**config.mk**
```make
export PLATFORM = sky130hd
export DESIGN_NAME = ntc_sq_cell
export DESIGN_NICKNAME = d
export VERILOG_FILES = /design/src/rtl/ntc_beta_temperature_converter_unit_defines.svh /design/src/rtl/ntc_pkg.sv /design/src/rtl/ntc_sq_cell.sv
export SDC_FILE = /design/constraint.sdc
export NUM_CORES = 2
export LEC_CHECK = 0
export ABC_AREA = 1
export BUFFER_PORTS_ARGS = -buffer_cell sky130_fd_sc_hd__buf_2
export CELL_PAD_IN_SITES_DETAIL_PLACEMENT = 1
export CELL_PAD_IN_SITES_GLOBAL_PLACEMENT = 2
export CORE_MARGIN = 3
export CORE_UTILIZATION = 40
export DETAILED_ROUTE_END_ITERATION = 8
export GPL_TIMING_DRIVEN = 0
export PLACE_DENSITY = 0.81
export RECOVER_POWER = 100
export SLEW_MARGIN = 40
export SYNTH_ARGS = -nofsm -noshare
export SYNTH_HDL_FRONTEND = slang
export SYNTH_SLANG_ARGS = --single-unit
```
**constraint.sdc**
```tcl
create_clock -name clk -period 2.6 [get_ports clk]
set_clock_uncertainty 0.2 [all_clocks]
set_input_delay 0 -clock clk [delete_from_list [all_inputs] [get_ports clk]]
set_output_delay 0 -clock clk [all_outputs]
set_load 0.02 [all_outputs]
```
**src/rtl/ntc_beta_temperature_converter_unit_defines.svh**
```systemverilog
// assertion macros for the ntc beta temperature converter
`ifndef NTC_BETA_TEMPERATURE_CONVERTER_UNIT_DEFINES_SVH
`define NTC_BETA_TEMPERATURE_CONVERTER_UNIT_DEFINES_SVH
`ifndef SYNTHESIS
`define NTC_ASSERT_HOLDS(lbl, ante, cons, msg) \
    lbl: assert property (@(posedge clk) disable iff (!rst_n) (ante) |-> (cons)) \
        else $error(msg);
`define NTC_ASSERT_NEXT(lbl, ante, cons, msg) \
    lbl: assert property (@(posedge clk) disable iff (!rst_n) (ante) |=> (cons)) \
        else $error(msg);
`else
`define NTC_ASSERT_HOLDS(lbl, ante, cons, msg)
`define NTC_ASSERT_NEXT(lbl, ante, cons, msg)
`endif
`endif

```
**src/rtl/ntc_pkg.sv**
```systemverilog
// shared types and constants of the ntc beta temperature converter
`default_nettype none
package ntc_pkg;

    localparam int CfgIdxW  = 3;
    localparam int CfgDataW = 20;

    localparam logic [CfgIdxW-1:0] REG_SUPPLY  = 3'd0;
    localparam logic [CfgIdxW-1:0] REG_FIXED   = 3'd1;
    localparam logic [CfgIdxW-1:0] REG_NOMINAL = 3'd2;
    localparam logic [CfgIdxW-1:0] REG_BETA    = 3'd3;
    localparam logic [CfgIdxW-1:0] REG_MIN     = 3'd4;
    localparam logic [CfgIdxW-1:0] REG_MAX     = 3'd5;

    localparam int DivW           = 48;
    localparam int DivCellsRatio  = 48;
    localparam int DivCellsTerm   = 45;
    localparam int DivCellsKelvin = 48;
    localparam int NormCells      = 31;
    localparam int SqCells        = 30;

    // ln 2 in Q30
    localparam logic [29:0] Ln2Q30 = 30'd744261118;
    // 1/298.15 K in Q40, rounded
    localparam logic [31:0] InvT25Q40 =
        32'(((64'd1 << 40) * 64'd100 + 64'd14907) / 64'd29815);
    localparam logic [47:0] CentiKNum = 48'(64'd100 << 40);
    localparam logic signed [48:0] ZeroCCentiK = 49'sd27315;

    typedef struct packed {
        logic        read_ok;
        logic [11:0] tap_millivolts;
    } in_item_t;

    typedef struct packed {
        logic signed [15:0] temp_centi_celsius;
        logic               temp_valid;
    } out_item_t;

    typedef struct packed {
        logic            vld;
        logic            bad;
        logic            neg;
        logic [DivW-1:0] num;
        logic [DivW-1:0] den;
        logic [DivW-1:0] rem;
        logic [DivW-1:0] quo;
    } div_t;

    typedef struct packed {
        logic        vld;
        logic        bad;
        logic [31:0] x;
        logic [4:0]  p;
    } norm_t;

    typedef struct packed {
        logic        vld;
        logic        bad;
        logic [30:0] m;
        logic [29:0] frac;
        logic [4:0]  p;
    } sq_t;

endpackage
`default_nettype wire

```
**src/rtl/ntc_sq_cell.sv**
```systemverilog
// one log2 fraction bit by squaring the q1.30 mantissa
`default_nettype none
module ntc_sq_cell (
    input  wire         clk,
    input  wire         rst_n,
    input  wire         en,
    input  ntc_pkg::sq_t d,
    output ntc_pkg::sq_t q
);
    import ntc_pkg::*;

    logic [61:0] prod;
    logic [31:0] sq;
    sq_t         stage_next;
    sq_t         stage_reg;
    logic        vld_reg;

    always_comb
    begin
        prod       = d.m * d.m;
        sq         = prod[61:30];
        stage_next = d;
        if (sq[31])
        begin
            stage_next.m    = sq[31:1];
            stage_next.frac = {d.frac[28:0], 1'b1};
        end
        else
        begin
            stage_next.m    = sq[30:0];
            stage_next.frac = {d.frac[28:0], 1'b0};
        end
    end

    always_ff @(posedge clk or negedge rst_n)
    begin
        if (!rst_n)
        begin
            vld_reg <= 1'b0;
        end
        else if (en)
        begin
            vld_reg <= d.vld;
        end
    end

    always_ff @(posedge clk)
    begin
        if (en)
        begin
            stage_reg <= stage_next;
        end
    end

    always_comb
    begin
        q     = stage_reg;
        q.vld = vld_reg;
    end
endmodule
`default_nettype wire

```
==> results.toml <==
[outcome]
outcome = "finished with violations"
violations = "negative setup slack"

[sta]
fin_crit_ps = 6640
period_share = 2.55
finalMaxSlewViolations = 0
finalSetupViolations = 32
max_slew_margin = 0.00565
worst_pin_slew_ps = 1490
grt_setup_unrepaired = "true"
worst_slack_ps = -4040
max_freq_ghz = 0.151
finalHoldViolations = 0

[clock_network]
cts_buffers = 9
cts.clk_slew.worst_paths_ps = 70
cts_sinks = 68
cts_root_buf = "clkbuf_16"
clk_latency_ps = 330
cts_tree = "done"
htree_levels = 3
clockBufferDepth = 2

[die]
die_w_um = 287
core_area_um2 = 77800
fp-row-count = 102
ios = 139
start_util = 0.406
die-area_um2 = 82500
die_h_um = 287

[setup_path]
critPathMaxFanout = 7
arrival_ps = 6620
cp-end-kind = "register"
crit_slowest_cell = "fa_2"
max_stage_delay_ps = 620
cp-start-kind = "input pin"
reg2reg_depth = 1
crit_type = "input pin to register"
required_ps = 2580

[synth]
syn_avg_cell_area_um2 = 8.06
yosys-top-cells-area = "fa_1 47%, inv_1 16%, nand2_1 12%"
yosysSeqAreaShare = 0.0644
synth_cells = 3922
synth_nets = 5009
yosysUniqueCellTypes = 39
yosys.area.top_type = "fa_1"
synth_area_um2 = 31600
synth_warnings = 0
ys_ff_latch = 68
synth_top_area_frac = 0.473

[placed_design]
place.gp.congestion = 0.877
io_buffers = 135
place_area_um2 = 34000
dp_hpwl_mm = 96.0

[route]
vias_per_cell = 4.84
drt-pass1-iter-count = 5
ant_nets = 0
num_vias = 25610
drt-initial-drc-count = 1189
routed_wl_mm = 119
drt-wirelength-per-cell_um = 22.5
drc = 0

[flow_run]
drv_cap = 0

[grt]
grt_antenna_before_repair = 2
grt_max_degree = 43
grt_overflow = 0
grt_pass1_wl_mm = 178
globalRouteTotalUtil = 0.293
grt_pass1_vias = 28961

[cells_and_area]
drive_above_1_share = 0.167
largest_reg_flops = 67
nFillCells = 9301
fin_area_um2 = 39000
nets = 5332
syn_to_final_growth_pct = 23.1

[min_path]
hold_class = "input pin to register"
holdPathStages = 2
path summary, 6_finish.rpt:
check / startpoint / endpoint / slack, ps
max: d[49] / q[47] / -4040
min: d[27] / q[28] / 180
max reg2reg: vld_reg / vld_reg / 1660
min reg2reg: vld_reg / vld_reg / 310
max in group asynchronous: rst_n / vld_reg / 1730
min in group asynchronous: rst_n / vld_reg / 370
cells in the mapped netlist, drive strengths merged:
master,number
nand3,67
o21bai,12
clkbuf,86
nand4,15
mux2,1
buf,16
o21ai,17
nor3,9
fa,747
edfxtp,67
nand3b,3
a31o,2
nor4,5
and3,2
a21boi,1
o21a,1
nand2,1054
inv,1336
nor2,115
dfrtp,1
and2,4
xor2,21
a21o,2
ha,269
xnor2,10
or2,4
a21oi,55
worst max-delay path, delay by kind of cell:
kind                       cells  cell delay [ps]
adders and majority gates      9             4450
AOI/OAI and AO/OA              1              240
and+or+nand+nor               12              940
buffers and inverters          9              950
timing repair:
| item | 4_1_cts | 5_1_grt |
|---|---|---|
| gates resized for setup | 424 | 322 |
| pin swaps | 80 | 137 |
| cloned | 7 | 4 |
| endpoints found under the hold margin | 63 | 0 |
| setup endpoints to repair | 32 | 32 |
| buffers inserted | 73 | 53 |
| hold buffers | 39 | 0 |
through the flow:
step / utilization / std cells / hold slack, ps / TNS (ps) / worst slack (ps)
6_report: 0.500 / 5292 / 180 / -127890 / -4040
3_5_place_dp: 0.436 / 5098 / -425 / -168500 / -5390
2_1_floorplan: - / 3922 / -496 / -116900 / -3660
4_1_cts: 0.480 / 5233 / 168 / -127900 / -4030
5_1_grt: 0.500 / 5291 / 170 / -133550 / -4210
3_3_place_gp: 0.435 / 5097 / -425 / -170290 / -5380
cells in the final DEF, fill, tap and decap left out, types with 11 or more instances in the layout:
master | synthesis | routed
fa_1 | 747 | 703
nor2_4 | 2 | 20
nand2_4 | 0 | 34
inv_2 | 4 | 35
clkbuf_8 | 0 | 17
fa_2 | 0 | 44
buf_4 | 1 | 111
nor2_1 | 108 | 64
buf_12 | 0 | 32
nand2_2 | 9 | 129
nor2_2 | 5 | 31
o21ai_0 | 16 | 13
edfxtp_1 | 67 | 67
inv_1 | 1332 | 1300
xor2_1 | 21 | 20
clkbuf_16 | 0 | 54
a21oi_1 | 53 | 36
ha_4 | 0 | 38
nand4_1 | 15 | 15
o21bai_1 | 12 | 11
clkbuf_1 | 86 | 71
buf_8 | 0 | 23
a21oi_2 | 2 | 16
dlygate4sd3_1 | 0 | 39
ha_1 | 269 | 228
buf_2 | 1 | 44
nand2_1 | 1045 | 884
buf_6 | 6 | 16
nand3_1 | 67 | 60
logic make-up (layout without fill, tap and decap cells):
logic type / after synthesis / count (layout) / synth area share
AOI/OAI and AO/OA: 90 / 90 / 0.0160
xor gates and xnor gates: 31 / 31 / 0.00858
adders and majority gates: 1016 / 1016 / 0.579
buffers and inverters: 1438 / 1766 / 0.172
DFF: 68 / 68 / 0.0644
muxes: 1 / 1 / 0.000356
other: 0 / 2 / 0
and+or+nand+nor: 1278 / 1278 / 0.159
routing by layer:
metal,up-vias,global-route usage,share of wire
met5,-,0,0.000076
met4,2,0.0859,0.041
met3,220,0.0334,0.047
met2,563,0.520,0.50
met1,13231,0.376,0.41
li1,11594,-,-
final cells by class:
type	count	area, µm²	area share
Antenna cell	2	5.00	0.000128
Sequential cell	68	2040	0.0523
Buffer	102	1920	0.0492
Multi-Input combinational cell	2416	25800	0.663
Clock buffer	9	225	0.00578
Tap cell	1040	1300	0.0334
Timing Repair Buffer	312	2550	0.0656
Clock inverter	7	72.6	0.00186
Inverter	1336	5020	0.129
Power is not shown: default switching activity piles up to over one toggle a cycle in this logic, so the estimate is an artifact.
