**config.mk**
```make
export PLATFORM = sky130hd
export DESIGN_NAME = ntc_div_cell
export DESIGN_NICKNAME = d
export VERILOG_FILES = /design/src/rtl/ntc_beta_temperature_converter_unit_defines.svh /design/src/rtl/ntc_pkg.sv /design/src/rtl/ntc_div_cell.sv
export SDC_FILE = /design/constraint.sdc
export NUM_CORES = 1
export LEC_CHECK = 0
export BUFFER_PORTS_ARGS = -buffer_cell sky130_fd_sc_hd__buf_2
export CORE_ASPECT_RATIO = 0.6
export CORE_MARGIN = 2
export CORE_UTILIZATION = 30
export CTS_CLUSTER_SIZE = 28
export DETAILED_ROUTE_END_ITERATION = 12
export GPL_TIMING_DRIVEN = 0
export PLACE_DENSITY = 0.6
export SYNTH_ARGS = -nofsm -noshare
export SYNTH_HDL_FRONTEND = slang
export SYNTH_SLANG_ARGS = --single-unit
```
**constraint.sdc**
```tcl
create_clock -name clk -period 1 [get_ports clk]
set_input_delay 0.15 -clock clk [delete_from_list [all_inputs] [get_ports clk]]
set_output_delay 0.15 -clock clk [all_outputs]
set_load 0.01 [all_outputs]
```
**src/rtl/ntc_beta_temperature_converter_unit_defines.svh**
```systemverilog
// assertion macros for the ntc beta temperature converter
`ifndef NTC_BETA_TEMPERATURE_CONVERTER_UNIT_DEFINES_SVH
`define NTC_BETA_TEMPERATURE_CONVERTER_UNIT_DEFINES_SVH
`ifndef SYNTHESIS
`define NTC_ASSERT_HOLDS(lbl, ante, cons, msg) \
    lbl: assert property (@(posedge clk) disable iff (!rst_n) (ante) |-> (cons)) \
        else $error(msg);
`define NTC_ASSERT_NEXT(lbl, ante, cons, msg) \
    lbl: assert property (@(posedge clk) disable iff (!rst_n) (ante) |=> (cons)) \
        else $error(msg);
`else
`define NTC_ASSERT_HOLDS(lbl, ante, cons, msg)
`define NTC_ASSERT_NEXT(lbl, ante, cons, msg)
`endif
`endif

```
**src/rtl/ntc_pkg.sv**
```systemverilog
// shared types and constants of the ntc beta temperature converter
`default_nettype none
package ntc_pkg;

    localparam int CfgIdxW  = 3;
    localparam int CfgDataW = 20;

    localparam logic [CfgIdxW-1:0] REG_SUPPLY  = 3'd0;
    localparam logic [CfgIdxW-1:0] REG_FIXED   = 3'd1;
    localparam logic [CfgIdxW-1:0] REG_NOMINAL = 3'd2;
    localparam logic [CfgIdxW-1:0] REG_BETA    = 3'd3;
    localparam logic [CfgIdxW-1:0] REG_MIN     = 3'd4;
    localparam logic [CfgIdxW-1:0] REG_MAX     = 3'd5;

    localparam int DivW           = 48;
    localparam int DivCellsRatio  = 48;
    localparam int DivCellsTerm   = 45;
    localparam int DivCellsKelvin = 48;
    localparam int NormCells      = 31;
    localparam int SqCells        = 30;

    // ln 2 in Q30
    localparam logic [29:0] Ln2Q30 = 30'd744261118;
    // 1/298.15 K in Q40, rounded
    localparam logic [31:0] InvT25Q40 =
        32'(((64'd1 << 40) * 64'd100 + 64'd14907) / 64'd29815);
    localparam logic [47:0] CentiKNum = 48'(64'd100 << 40);
    localparam logic signed [48:0] ZeroCCentiK = 49'sd27315;

    typedef struct packed {
        logic        read_ok;
        logic [11:0] tap_millivolts;
    } in_item_t;

    typedef struct packed {
        logic signed [15:0] temp_centi_celsius;
        logic               temp_valid;
    } out_item_t;

    typedef struct packed {
        logic            vld;
        logic            bad;
        logic            neg;
        logic [DivW-1:0] num;
        logic [DivW-1:0] den;
        logic [DivW-1:0] rem;
        logic [DivW-1:0] quo;
    } div_t;

    typedef struct packed {
        logic        vld;
        logic        bad;
        logic [31:0] x;
        logic [4:0]  p;
    } norm_t;

    typedef struct packed {
        logic        vld;
        logic        bad;
        logic [30:0] m;
        logic [29:0] frac;
        logic [4:0]  p;
    } sq_t;

endpackage
`default_nettype wire

```
**src/rtl/ntc_div_cell.sv**
```systemverilog
// one restoring division step: one quotient bit per cell
`default_nettype none
module ntc_div_cell (
    input  wire          clk,
    input  wire          rst_n,
    input  wire          en,
    input  ntc_pkg::div_t d,
    output ntc_pkg::div_t q
);
    import ntc_pkg::*;

    logic [DivW:0] trial;
    logic [DivW:0] diff;
    logic          take;
    div_t          stage_next;
    div_t          stage_reg;
    logic          vld_reg;

    always_comb
    begin
        trial = {d.rem, d.num[DivW-1]};
        diff  = trial - {1'b0, d.den};
        take  = (trial >= {1'b0, d.den});
        stage_next     = d;
        stage_next.num = {d.num[DivW-2:0], 1'b0};
        stage_next.rem = take ? diff[DivW-1:0] : trial[DivW-1:0];
        stage_next.quo = {d.quo[DivW-2:0], take};
    end

    always_ff @(posedge clk or negedge rst_n)
    begin
        if (!rst_n)
        begin
            vld_reg <= 1'b0;
        end
        else if (en)
        begin
            vld_reg <= d.vld;
        end
    end

    always_ff @(posedge clk)
    begin
        if (en)
        begin
            stage_reg <= stage_next;
        end
    end

    always_comb
    begin
        q     = stage_reg;
        q.vld = vld_reg;
    end
endmodule
`default_nettype wire

```
==> flow_summary_export.csv <==
group,metric,value,unit
drt,dr.pass1.iters,5,
critical_path,cp_slowest_cell,"or3_4",
critical_path,end_kind,"flop",
timing,finalHoldViolCount,0,
power,leakagePower,6.80,nW
logic_synthesis,ys_ff_latch,194,
cts,clock-sinks,194,
critical_path,cp.arrival,2.94,ns
critical_path,slowest_delay,0.48,ns
floorplan,start_util,30.6,%
timing,relSlewSlack,51.4,%
global_route,grt_pass1_wl,48200,um
floorplan,die_y,142,um
timing,min_period,2.74,ns
global_route,grt_max_degree,72,
critical_path,crit_type,"in2reg",
logic_synthesis,synth_cell_types,61,
drt,drc_errors,0,
floorplan,num_rows,50,
place,portBuffers,390,
min_path,worst_hold_path_type,"in2reg",
floorplan,dieArea,0.0333,sq mm
drt,wl_per_cell,18.6,um
critical_path,critPathRequiredTime,1.19,ns
logic_synthesis,async_flop_share,0.515,%
power,powerDensity,1510,mW/mm^2
critical_path,crit_path_frequent_cell,"or3_4",
timing,slew_violations,0,
floorplan,fp.dieW,234,um
critical_path,crit_path_max_fanout,6,
final_layout,num-nets-final,1589,
timing,setup_viol,243,
final_layout,area_growth,64.1,%
global_route,antenna_found_initial,4,
cts,clk_latency,0.44,ns
drt,finalWirelength,33000,um
job,cap_violations,0,
timing,fmaxAchievable,365,MHz
drt,vias_per_cell,4.66,
logic_synthesis,synth_cells,729,
cts,clock_path_buffers,2,
drt,dr.first_iter.drc_count,688,
global_route,grt_pass1_vias,8460,
run_status,status,"finished with violations",
drt,vias,8268,
timing,worst_pin_slew,0.722,ns
final_layout,largest_reg_flops,193,
place,dp_hpwl,22800,um
logic_synthesis,synthesis.nets,976,
run_status,violations,"negative setup slack",
timing,rsz0062_at_grt,"true",
power,combPwrFrac,27.5,%
critical_path,path_cells,"buf_8, inv_4, ha_4, nand4_1, or3_4, or3_4, o41ai_4, a31oi_2, o31ai_4, buf_6, clkbuf_16, mux2_4",
power,p_clk_share,29.6,%
timing,period_share,274,%
global_route,grt-ovfl-total,0,
power,vdd_ir_drop_max,1.32,mV
power,finalPower,23.6,mW
power,p_int,16.6,mW
cts,clock_tree.root_cell,"clkbuf_16",
cts,path_clk_slew,0.08,ns
floorplan,top_level_ports,393,
floorplan,core,0.0312,sq mm
final_layout,drive_gt1_share,46.0,%
cts,cts_buffers,17,
global_route,grt_use_total,19.2,%
place,post-place-ws,-2.83,ns
power,power.switching,6.98,mW
power,swShare,29.6,%
logic_synthesis,avgSynthCellArea,13.1,sq um
logic_synthesis,yosysWarnings,0,
critical_path,startpoint_type,"primary input",
place,place.gp.congestion,0.821,
cts,htree_levels,4,
logic_synthesis,yosysSeqAreaShare,61.0,%
timing,fin_worst_skew,0,ns
timing,finalWorstSetupSlack,-1.74,ns
drt,ant_nets,0,
logic_synthesis,synth_edf_count,193,
logic_synthesis,synthesis.area,0.00954,sq mm
power,seqPwrFrac,42.9,%
logic_synthesis,synthFlopType,"edfxtp_1",
cts,tritoncts,"done",
layout by cell type, fill, tap and decap left out, drive strengths merged, types with 5 or more instances in the layout:
master / Yosys / layout
a31oi: 9 / 9
o21bai: 11 / 11
buf: 21 / 458
diode: 0 / 5
dlygate4sd3: 0 / 154
ha: 48 / 48
a21oi: 53 / 53
xor2: 15 / 15
clkbuf: 8 / 27
clkinv: 0 / 7
a21o: 18 / 18
nor2: 32 / 32
inv: 61 / 67
nand3: 14 / 14
a211oi: 5 / 5
edfxtp: 193 / 193
nand2: 48 / 48
o21ai: 25 / 25
mux2: 45 / 45
nand4: 14 / 14
nor3: 12 / 12
nand2b: 5 / 5
o211ai: 5 / 5
xnor2: 26 / 26
worst paths after layout:
kind / endpoint / cells past startpoint / slack (ns) / from
worst max-delay path: q[75] / 12 / -1.74 / d[119]
worst min-delay path: q[70] / 2 / 0.03 / d[69]
worst max register to register: vld_reg / 2 / 0.11 / vld_reg
worst min register to register: vld_reg / 2 / 0.64 / vld_reg
max in group asynchronous: vld_reg / 3 / 0.38 / rst_n
min in group asynchronous: vld_reg / 3 / 0.52 / rst_n
through the flow:
| stage | instance area [sq um] | hold WS [ns] | std cells | utilization, % | TNS, ns |
|---|---|---|---|---|---|
| after floorplan | 9620 | -0.146 | 729 | - | -87.88 |
| after global placement | 12100 | -0.0742 | 1535 | 38.7 | -682.75 |
| after detailed placement | 12100 | -0.0737 | 1536 | 38.9 | -209.86 |
| after CTS | 15300 | 0.00172 | 1765 | 49.0 | -106.19 |
| after global routing | 15700 | 0.00212 | 1773 | 50.1 | -114.19 |
| final | 15700 | 0.0280 | 1776 | 50.2 | -102.79 |
worst max-delay path, delay by kind of cell:
kind,cells,cell delay [ns]
and+or+nand+nor,3,1.10
muxes,1,0.30
adders and majority gates,1,0.28
AOI/OAI and AO/OA,3,0.56
buffers and inverters,4,0.52
per-layer routing:
metal  global-route usage [%]  vias to the layer above  part of all wire (%)
met5                        0                        -                     0
met4                     4.46                        0                  0.99
met3                     5.11                       22                   6.7
met2                     29.8                      287                    46
met1                     26.6                     4009                    46
li1                         -                     3950                     -
timing repair:
action	in CTS	in global routing
pin swaps	18	23
setup buffers	45	10
gates resized for setup	133	71
setup endpoints to repair	368	243
cloned	2	4
hold buffers	153	1
hold endpoints to repair	152	1
power by group through the flow:
stage	Combinational (mW)	Sequential (mW)	Clock [mW]
6_report	6.48	10.1	7.00
5_1_grt	6.98	10.2	7.54
2_1_floorplan	2.23	10.8	0
4_1_cts	6.06	10.1	7.28
3_3_place_gp	4.69	10.3	0
3_5_place_dp	4.77	10.3	0
synthesized netlist by cell type (all sizes together) (8+ instances only):
cell type  count  area, sq um
edfxtp       193         5800
inv           61          229
a21oi         53          265
ha            48          601
nand2         48          183
mux2          45          526
nor2          32          120
xnor2         26          228
o21ai         25          125
buf           21          141
a21o          18          135
xor2          15          131
nand3         14         70.1
nand4         14         87.6
nor3          12         60.1
o21bai        11         82.6
a31oi          9         71.3
clkbuf         8         30.0
area by class of cell:
| class | instances | area (sq um) |
|---|---|---|
| fillers | 2825 | 15600 |
| flip-flops and latches | 194 | 5820 |
| repair buffers | 605 | 4260 |
| multi-input cells | 445 | 4000 |
| well taps | 416 | 520 |
| clock buffers | 17 | 425 |
| inverters | 61 | 254 |
| plain buffers | 18 | 186 |
| clock inverters | 15 | 181 |
| diodes | 5 | 12.5 |
logic make-up (layout without fill, tap and decap cells):
group,after synthesis,in the layout,synth area share (%)
adder cells (fa/ha/maj),49,49,6.50
AO/OA/AOI/OAI,156,156,10.9
AND/OR/NAND/NOR,149,149,7.62
XOR/XNOR,41,41,3.76
multiplexers,49,49,5.93
buffers and inverters,90,716,4.20
other,1,6,0.0393
flip-flops,194,194,61.0
No activity file was read; power rests on OpenSTA's default activity.
