**config.mk**
```make
export PLATFORM = sky130hd
export DESIGN_NAME = ntc_norm_cell
export DESIGN_NICKNAME = d
export VERILOG_FILES = /design/src/rtl/ntc_beta_temperature_converter_unit_defines.svh /design/src/rtl/ntc_pkg.sv /design/src/rtl/ntc_norm_cell.sv
export SDC_FILE = /design/constraint.sdc
export NUM_CORES = 1
export LEC_CHECK = 0
export ABC_AREA = 0
export BUFFER_PORTS_ARGS = -buffer_cell sky130_fd_sc_hd__buf_2
export CORE_MARGIN = 4
export CORE_UTILIZATION = 45
export CTS_CLUSTER_SIZE = 25
export DETAILED_ROUTE_END_ITERATION = 7
export PLACE_DENSITY_LB_ADDON = 0.12
export SYNTH_ARGS = -nofsm -noshare
export SYNTH_HDL_FRONTEND = slang
export SYNTH_SLANG_ARGS = --single-unit
```
**constraint.sdc**
```tcl
create_clock -name clk -period 1.2 [get_ports clk]
set_clock_uncertainty 0.15 [all_clocks]
set_input_delay 0.36 -clock clk [delete_from_list [all_inputs] [get_ports clk]]
set_output_delay 0.36 -clock clk [all_outputs]
set_load 0.01 [all_outputs]
```
**src/rtl/ntc_beta_temperature_converter_unit_defines.svh**
```systemverilog
// assertion macros for the ntc beta temperature converter
`ifndef NTC_BETA_TEMPERATURE_CONVERTER_UNIT_DEFINES_SVH
`define NTC_BETA_TEMPERATURE_CONVERTER_UNIT_DEFINES_SVH
`ifndef SYNTHESIS
`define NTC_ASSERT_HOLDS(lbl, ante, cons, msg) \
    lbl: assert property (@(posedge clk) disable iff (!rst_n) (ante) |-> (cons)) \
        else $error(msg);
`define NTC_ASSERT_NEXT(lbl, ante, cons, msg) \
    lbl: assert property (@(posedge clk) disable iff (!rst_n) (ante) |=> (cons)) \
        else $error(msg);
`else
`define NTC_ASSERT_HOLDS(lbl, ante, cons, msg)
`define NTC_ASSERT_NEXT(lbl, ante, cons, msg)
`endif
`endif

```
**src/rtl/ntc_pkg.sv**
```systemverilog
// shared types and constants of the ntc beta temperature converter
`default_nettype none
package ntc_pkg;

    localparam int CfgIdxW  = 3;
    localparam int CfgDataW = 20;

    localparam logic [CfgIdxW-1:0] REG_SUPPLY  = 3'd0;
    localparam logic [CfgIdxW-1:0] REG_FIXED   = 3'd1;
    localparam logic [CfgIdxW-1:0] REG_NOMINAL = 3'd2;
    localparam logic [CfgIdxW-1:0] REG_BETA    = 3'd3;
    localparam logic [CfgIdxW-1:0] REG_MIN     = 3'd4;
    localparam logic [CfgIdxW-1:0] REG_MAX     = 3'd5;

    localparam int DivW           = 48;
    localparam int DivCellsRatio  = 48;
    localparam int DivCellsTerm   = 45;
    localparam int DivCellsKelvin = 48;
    localparam int NormCells      = 31;
    localparam int SqCells        = 30;

    // ln 2 in Q30
    localparam logic [29:0] Ln2Q30 = 30'd744261118;
    // 1/298.15 K in Q40, rounded
    localparam logic [31:0] InvT25Q40 =
        32'(((64'd1 << 40) * 64'd100 + 64'd14907) / 64'd29815);
    localparam logic [47:0] CentiKNum = 48'(64'd100 << 40);
    localparam logic signed [48:0] ZeroCCentiK = 49'sd27315;

    typedef struct packed {
        logic        read_ok;
        logic [11:0] tap_millivolts;
    } in_item_t;

    typedef struct packed {
        logic signed [15:0] temp_centi_celsius;
        logic               temp_valid;
    } out_item_t;

    typedef struct packed {
        logic            vld;
        logic            bad;
        logic            neg;
        logic [DivW-1:0] num;
        logic [DivW-1:0] den;
        logic [DivW-1:0] rem;
        logic [DivW-1:0] quo;
    } div_t;

    typedef struct packed {
        logic        vld;
        logic        bad;
        logic [31:0] x;
        logic [4:0]  p;
    } norm_t;

    typedef struct packed {
        logic        vld;
        logic        bad;
        logic [30:0] m;
        logic [29:0] frac;
        logic [4:0]  p;
    } sq_t;

endpackage
`default_nettype wire

```
**src/rtl/ntc_norm_cell.sv**
```systemverilog
// one normalising step: shift left by one until the leading one reaches the top
`default_nettype none
module ntc_norm_cell (
    input  wire           clk,
    input  wire           rst_n,
    input  wire           en,
    input  ntc_pkg::norm_t d,
    output ntc_pkg::norm_t q
);
    import ntc_pkg::*;

    norm_t stage_next;
    norm_t stage_reg;
    logic  vld_reg;

    always_comb
    begin
        stage_next = d;
        if (!d.x[31])
        begin
            stage_next.x = {d.x[30:0], 1'b0};
            stage_next.p = d.p - 5'd1;
        end
    end

    always_ff @(posedge clk or negedge rst_n)
    begin
        if (!rst_n)
        begin
            vld_reg <= 1'b0;
        end
        else if (en)
        begin
            vld_reg <= d.vld;
        end
    end

    always_ff @(posedge clk)
    begin
        if (en)
        begin
            stage_reg <= stage_next;
        end
    end

    always_comb
    begin
        q     = stage_reg;
        q.vld = vld_reg;
    end
endmodule
`default_nettype wire

```
==> results.cfg, run 1 <==
[route]
wl_per_cell_um = 13.8
drt_iter0_drc = 48
dr.pass1.iters = 4
vias = 1084
via_per_inst = 4.63
drt_wl_total_mm = 3.24
drtAntennaViolNets = 0
drc = 0

[sta]
finalSetupViolCount = 39
fin_setup_tns_ns = -3.43
relSlewSlack = 0.865
fin_ws_ns = -0.115
slew_violations = 0
worst_slew_pin_slew_ns = 0.201
timing.fmax_mhz = 761
hold_viol = 0
min_period_over_period = 1.10
rsz0062_at_grt = true
min_period_ns = 1.31

[flow_run]
cap_violations = 0

[synthesis]
ys_seq_area_frac = 0.690
syn_area_per_cell_um2 = 19.0
syn_area_um2 = 1690
synth_cells = 89
yosysWarnings = 0
post_synth_num_cell_types = 18
syn_nets = 132
synth_seq_cells = 39

[outcome]
failed_checks = negative setup slack
outcome = finished with violations

[global_routing]
grt_overflow_total = 0
grtUsageTotal = 0.143
grt_pass1_wl_mm = 5.36
grt_max_degree = 21
grt_pass1_vias = 1147
antenna_found_initial = 0

[critical_path]
cp.required_ns = 0.69
startpoint_type = register
crit_arrival_ns = 0.80
crit_type = register to output pin
cp_num_buf_inv = 1
cp-end-kind = output pin
cp_top_family = flip-flops
critical-path-max-stage-delay_ns = 0.38
slowest_stage = edfxtp_1
path_max_fanout = 1
crit_chain = buf_2

[clocking]
max-clock-path-buffers = 2
clock_sink_count = 39
postCtsSetupBuffers = 0
numCtsBuffers = 5
cts_max_level = 2
cts_tree = yes
clkTransAtPathRegs_ns = 0.07
clock_latency_ns = 0.27
clockRootBuffer = clkbuf_8

[placement]
dp_slack_ns = -0.259
gp_congestion = 0.667
io_buffers = 80
dp.final_hpwl_mm = 2.59

[cells_and_area]
fillers = 271
diodes = 0
area_growth_syn_to_layout_pct = 43.6
nets = 230
drive_gt1_frac = 0.713
largest_reg_flops = 38

[floorplanning]
die_width_um = 69.3
rows = 21
dieArea_um2 = 4800
coreArea_um2 = 3470
die_h_um = 69.3
io_pins = 81
start_util = 0.487

[worst_hold_path]
hold_path.class = input port to register

[power_and_ir_drop]
ir_worst_vdd_mv = 0.891
power_mw = 2.99
leakage_nw = 1.07
pwr_density_cell_nw_per_um2 = 1230
-- path summary, 6_finish.rpt --
kind,start,to,slack [ns],cells past startpoint
min in group asynchronous,rst_n,vld_reg$_DFFE_PN0P_,0.25,2
hold reg to reg,vld_reg$_DFFE_PN0P_,vld_reg$_DFFE_PN0P_,0.36,1
max in group asynchronous,rst_n,vld_reg$_DFFE_PN0P_,0.57,2
setup reg to reg,vld_reg$_DFFE_PN0P_,vld_reg$_DFFE_PN0P_,0.31,1
setup / recovery,q[18]$_DFFE_PP_,q[18],-0.11,1
hold / removal,d[37],q[37]$_DFFE_PP_,0.11,1
-- layer usage --
metal / track usage / part of all wire / vias to the layer above
met5: 0 / 0 / -
met4: 0.0521 / 0.0068 / 0
met3: 0.0551 / 0.098 / 2
met2: 0.251 / 0.54 / 44
met1: 0.154 / 0.36 / 502
li1: - / - / 536
-- synth_stat cells --
| master | count | share of area |
|---|---|---|
| or2_2 | 1 | 0.0037 |
| nor4_4 | 1 | 0.013 |
| edfxtp_1 | 38 | 0.68 |
| nor4b_4 | 1 | 0.014 |
| mux2_1 | 5 | 0.033 |
| nand2b_1 | 1 | 0.0037 |
| inv_1 | 2 | 0.0044 |
| buf_2 | 1 | 0.0030 |
| dfrtp_1 | 1 | 0.015 |
| mux2_2 | 26 | 0.17 |
| o21ai_0 | 1 | 0.0030 |
| xor2_1 | 2 | 0.010 |
| buf_6 | 3 | 0.020 |
| ha_1 | 1 | 0.0074 |
| buf_4 | 1 | 0.0044 |
| nand2_1 | 1 | 0.0022 |
| and2_1 | 1 | 0.0037 |
| xnor2_1 | 2 | 0.010 |
-- through the flow --
stage / hold WS [ns] / instance area (um^2) / utilization / cells
3_3_place_gp: -0.0154 / 2320 / 0.670 / 225
4_1_cts: 0.100 / 2410 / 0.696 / 234
2_1_floorplan: -0.0856 / 1770 / - / 89
3_5_place_dp: -0.0133 / 2320 / 0.670 / 225
6_report: 0.111 / 2430 / 0.699 / 234
5_1_grt: 0.0997 / 2430 / 0.699 / 234
-- cell families after synthesis --
kind of cell    Yosys count  synth area share
buf+inv                   7            0.0319
simple gates              6            0.0400
compound gates            1           0.00296
xor+xnor                  4            0.0207
mux                      31             0.207
flops                    39             0.690
fa+ha+maj                 1           0.00741
-- final cells by class --
| type | instances | area [um^2] | area share |
|---|---|---|---|
| flip-flops and latches | 39 | 1170 | 0.481 |
| repair buffers | 96 | 598 | 0.247 |
| multi-input cells | 43 | 517 | 0.213 |
| clock buffers | 6 | 72.6 | 0.0299 |
| well taps | 46 | 57.6 | 0.0237 |
| clock inverters | 2 | 7.51 | 0.00309 |
| inverters | 2 | 7.51 | 0.00309 |
-- what timing repair did --
| item | 4_1_cts | 5_1_grt |
|---|---|---|
| hold buffers | 1 | 0 |
| resized for setup | 0 | 2 |
| hold endpoints to repair | 1 | 0 |
| setup endpoints to repair | 39 | 39 |
| pin swaps | 0 | 0 |
-- placed cells by master (no fill, tap or decap), drive strengths merged --
master	synthesis	routed
xnor2	2	2
xor2	2	2
dlygate4sd3	0	1
inv	2	2
or2	1	1
and2	1	1
nand2b	1	1
dfrtp	1	1
o21ai	1	1
nor4b	1	1
clkbuf	0	6
mux2	31	31
clkinv	0	2
ha	1	1
edfxtp	38	38
nor4	1	1
buf	5	95
nand2	1	1
-- power breakdown --
group	switching [mW]	total, mW	internal, mW
logic	0.237	0.530	0.293
registers	0.0292	1.67	1.64
clock network	0.396	0.792	0.396
No activity file was read; power rests on OpenSTA's default activity.
==> run 2, diff against run 1 <==
--- a/config.mk
+++ b/config.mk
@@ -7,8 +7,8 @@
 export LEC_CHECK = 0
 export ABC_AREA = 0
 export BUFFER_PORTS_ARGS = -buffer_cell sky130_fd_sc_hd__buf_2
-export CORE_MARGIN = 4
-export CORE_UTILIZATION = 45
+export CORE_MARGIN = 2
+export CORE_UTILIZATION = 41
 export CTS_CLUSTER_SIZE = 25
 export DETAILED_ROUTE_END_ITERATION = 7
 export PLACE_DENSITY_LB_ADDON = 0.12
==> results.cfg, run 2 (synthesized netlist as in run 1, its figures left out) <==
[critical_path]
crit_chain = buf_2
cp.required_ns = 0.69
regToRegSetupSlack_ns = 0.31
startpoint_type = register
cp-end-kind = output pin
critical-path-max-stage-delay_ns = 0.39
cp_top_family = flip-flops
cp_num_buf_inv = 1
path_max_fanout = 1
crit_type = register to output pin
crit_arrival_ns = 0.82
slowest_stage = edfxtp_1

[power_and_ir_drop]
p_int_mw = 2.30
pwr_density_cell_nw_per_um2 = 1260
sw_frac_of_total = 0.229
switchingPower_uw = 683
ir_worst_vdd_mv = 0.708
leakage_nw = 1.03
power_frac_comb = 0.169
seqPwrFrac = 0.560
clockPowerShare = 0.271

[cells_and_area]
diodes = 0
finalNonFillerCells = 231
area_growth_syn_to_layout_pct = 40.0
drive_gt1_frac = 0.713
final_cell_mix = buf_2 (79), edfxtp_1 (38), mux2_2 (16)
nets = 224
layout_commonest_cell = buf_2
largest_reg_flops = 38
fin_util = 0.595
fillers = 336

[global_routing]
grtUsageTotal = 0.146
grt_overflow_total = 0
antenna_found_initial = 0
grt_max_degree = 22
grt_pass1_wl_mm = 4.84
grt_pass1_vias = 1082

[route]
drc = 0
wl_per_cell_um = 13.9
via_per_inst = 4.64
drtAntennaViolNets = 0
drt_wl_total_mm = 3.22
vias = 1071
drt_iter0_drc = 26
dr.pass1.iters = 4

[sta]
hold_viol = 0
timing.fmax_mhz = 751
rsz0062_at_grt = true
finalSetupViolCount = 39
worst_slew_pin_slew_ns = 0.215
slew_violations = 0
min_period_over_period = 1.11
min_period_ns = 1.33
fin_setup_tns_ns = -3.75
relSlewSlack = 0.855
fin_ws_ns = -0.132

[clocking]
clock_latency_ns = 0.28
numCtsBuffers = 5
cts_tree = yes
cts_max_level = 2
clockRootBuffer = clkbuf_8
clock_sink_count = 39
clkTransAtPathRegs_ns = 0.07
max-clock-path-buffers = 2

[placement]
dp_slack_ns = -0.253
dp.cells = 223
dp.final_hpwl_mm = 2.41
io_buffers = 80
gp_congestion = 0.715

[outcome]
outcome = finished with violations
failed_checks = negative setup slack

[floorplanning]
rows = 23
coreArea_um2 = 3970
io_pins = 81
dieArea_um2 = 4650
die_h_um = 68.2
start_util = 0.425
die_width_um = 68.2

[flow_run]
cap_violations = 0

[worst_hold_path]
hold_path.class = input port to register
run 2: layout make-up:
class | count | area [um^2] | area share
Clock buffer | 5 | 68.8 | 0.0291
Timing Repair Buffer | 90 | 534 | 0.226
Inverter | 2 | 7.51 | 0.00317
Sequential cell | 39 | 1170 | 0.493
Multi-Input combinational cell | 43 | 517 | 0.219
Tap cell | 50 | 62.6 | 0.0265
Clock inverter | 2 | 8.76 | 0.00370
run 2: power groups by stage:
| stage | sequential [mW] | clock, mW | combinational, mW |
|---|---|---|---|
| after floorplan | 1.77 | 0 | 0.177 |
| after global placement | 1.70 | 0 | 0.493 |
| after detailed placement | 1.70 | 0 | 0.505 |
| after CTS | 1.67 | 0.847 | 0.508 |
| after global routing | 1.68 | 0.890 | 0.550 |
| final | 1.67 | 0.808 | 0.505 |
run 2: layer usage:
layer	global-route usage	part of all wire	vias up
li1	-	-	518
met1	0.164	0.40	506
met2	0.250	0.52	45
met3	0.0543	0.080	2
met4	0.0625	0.0059	0
met5	0	0	-
run 2: worst paths after layout:
kind,from,to,cells past startpoint
setup / recovery,q[6]$_DFFE_PP_,q[6],1
hold / removal,d[37],q[37]$_DFFE_PP_,1
setup reg to reg,vld_reg$_DFFE_PN0P_,vld_reg$_DFFE_PN0P_,1
hold reg to reg,vld_reg$_DFFE_PN0P_,vld_reg$_DFFE_PN0P_,1
max in group asynchronous,rst_n,vld_reg$_DFFE_PN0P_,2
min in group asynchronous,rst_n,vld_reg$_DFFE_PN0P_,2
run 2: through the flow:
step	power, mW	area (um^2)	hold WS [ns]
6_report	2.98	2360	0.104
3_5_place_dp	2.20	2270	-0.0127
4_1_cts	3.03	2360	0.0864
3_3_place_gp	2.19	2270	-0.0153
2_1_floorplan	1.95	1770	-0.0856
5_1_grt	3.12	2360	0.0850
run 2: timing repair:
action / in CTS / in global routing
endpoints found under the hold margin: 1 / 0
setup buffers: 0 / 0
hold buffers: 1 / 0
endpoints found under the setup margin: 39 / 39
resized for setup: 0 / 1
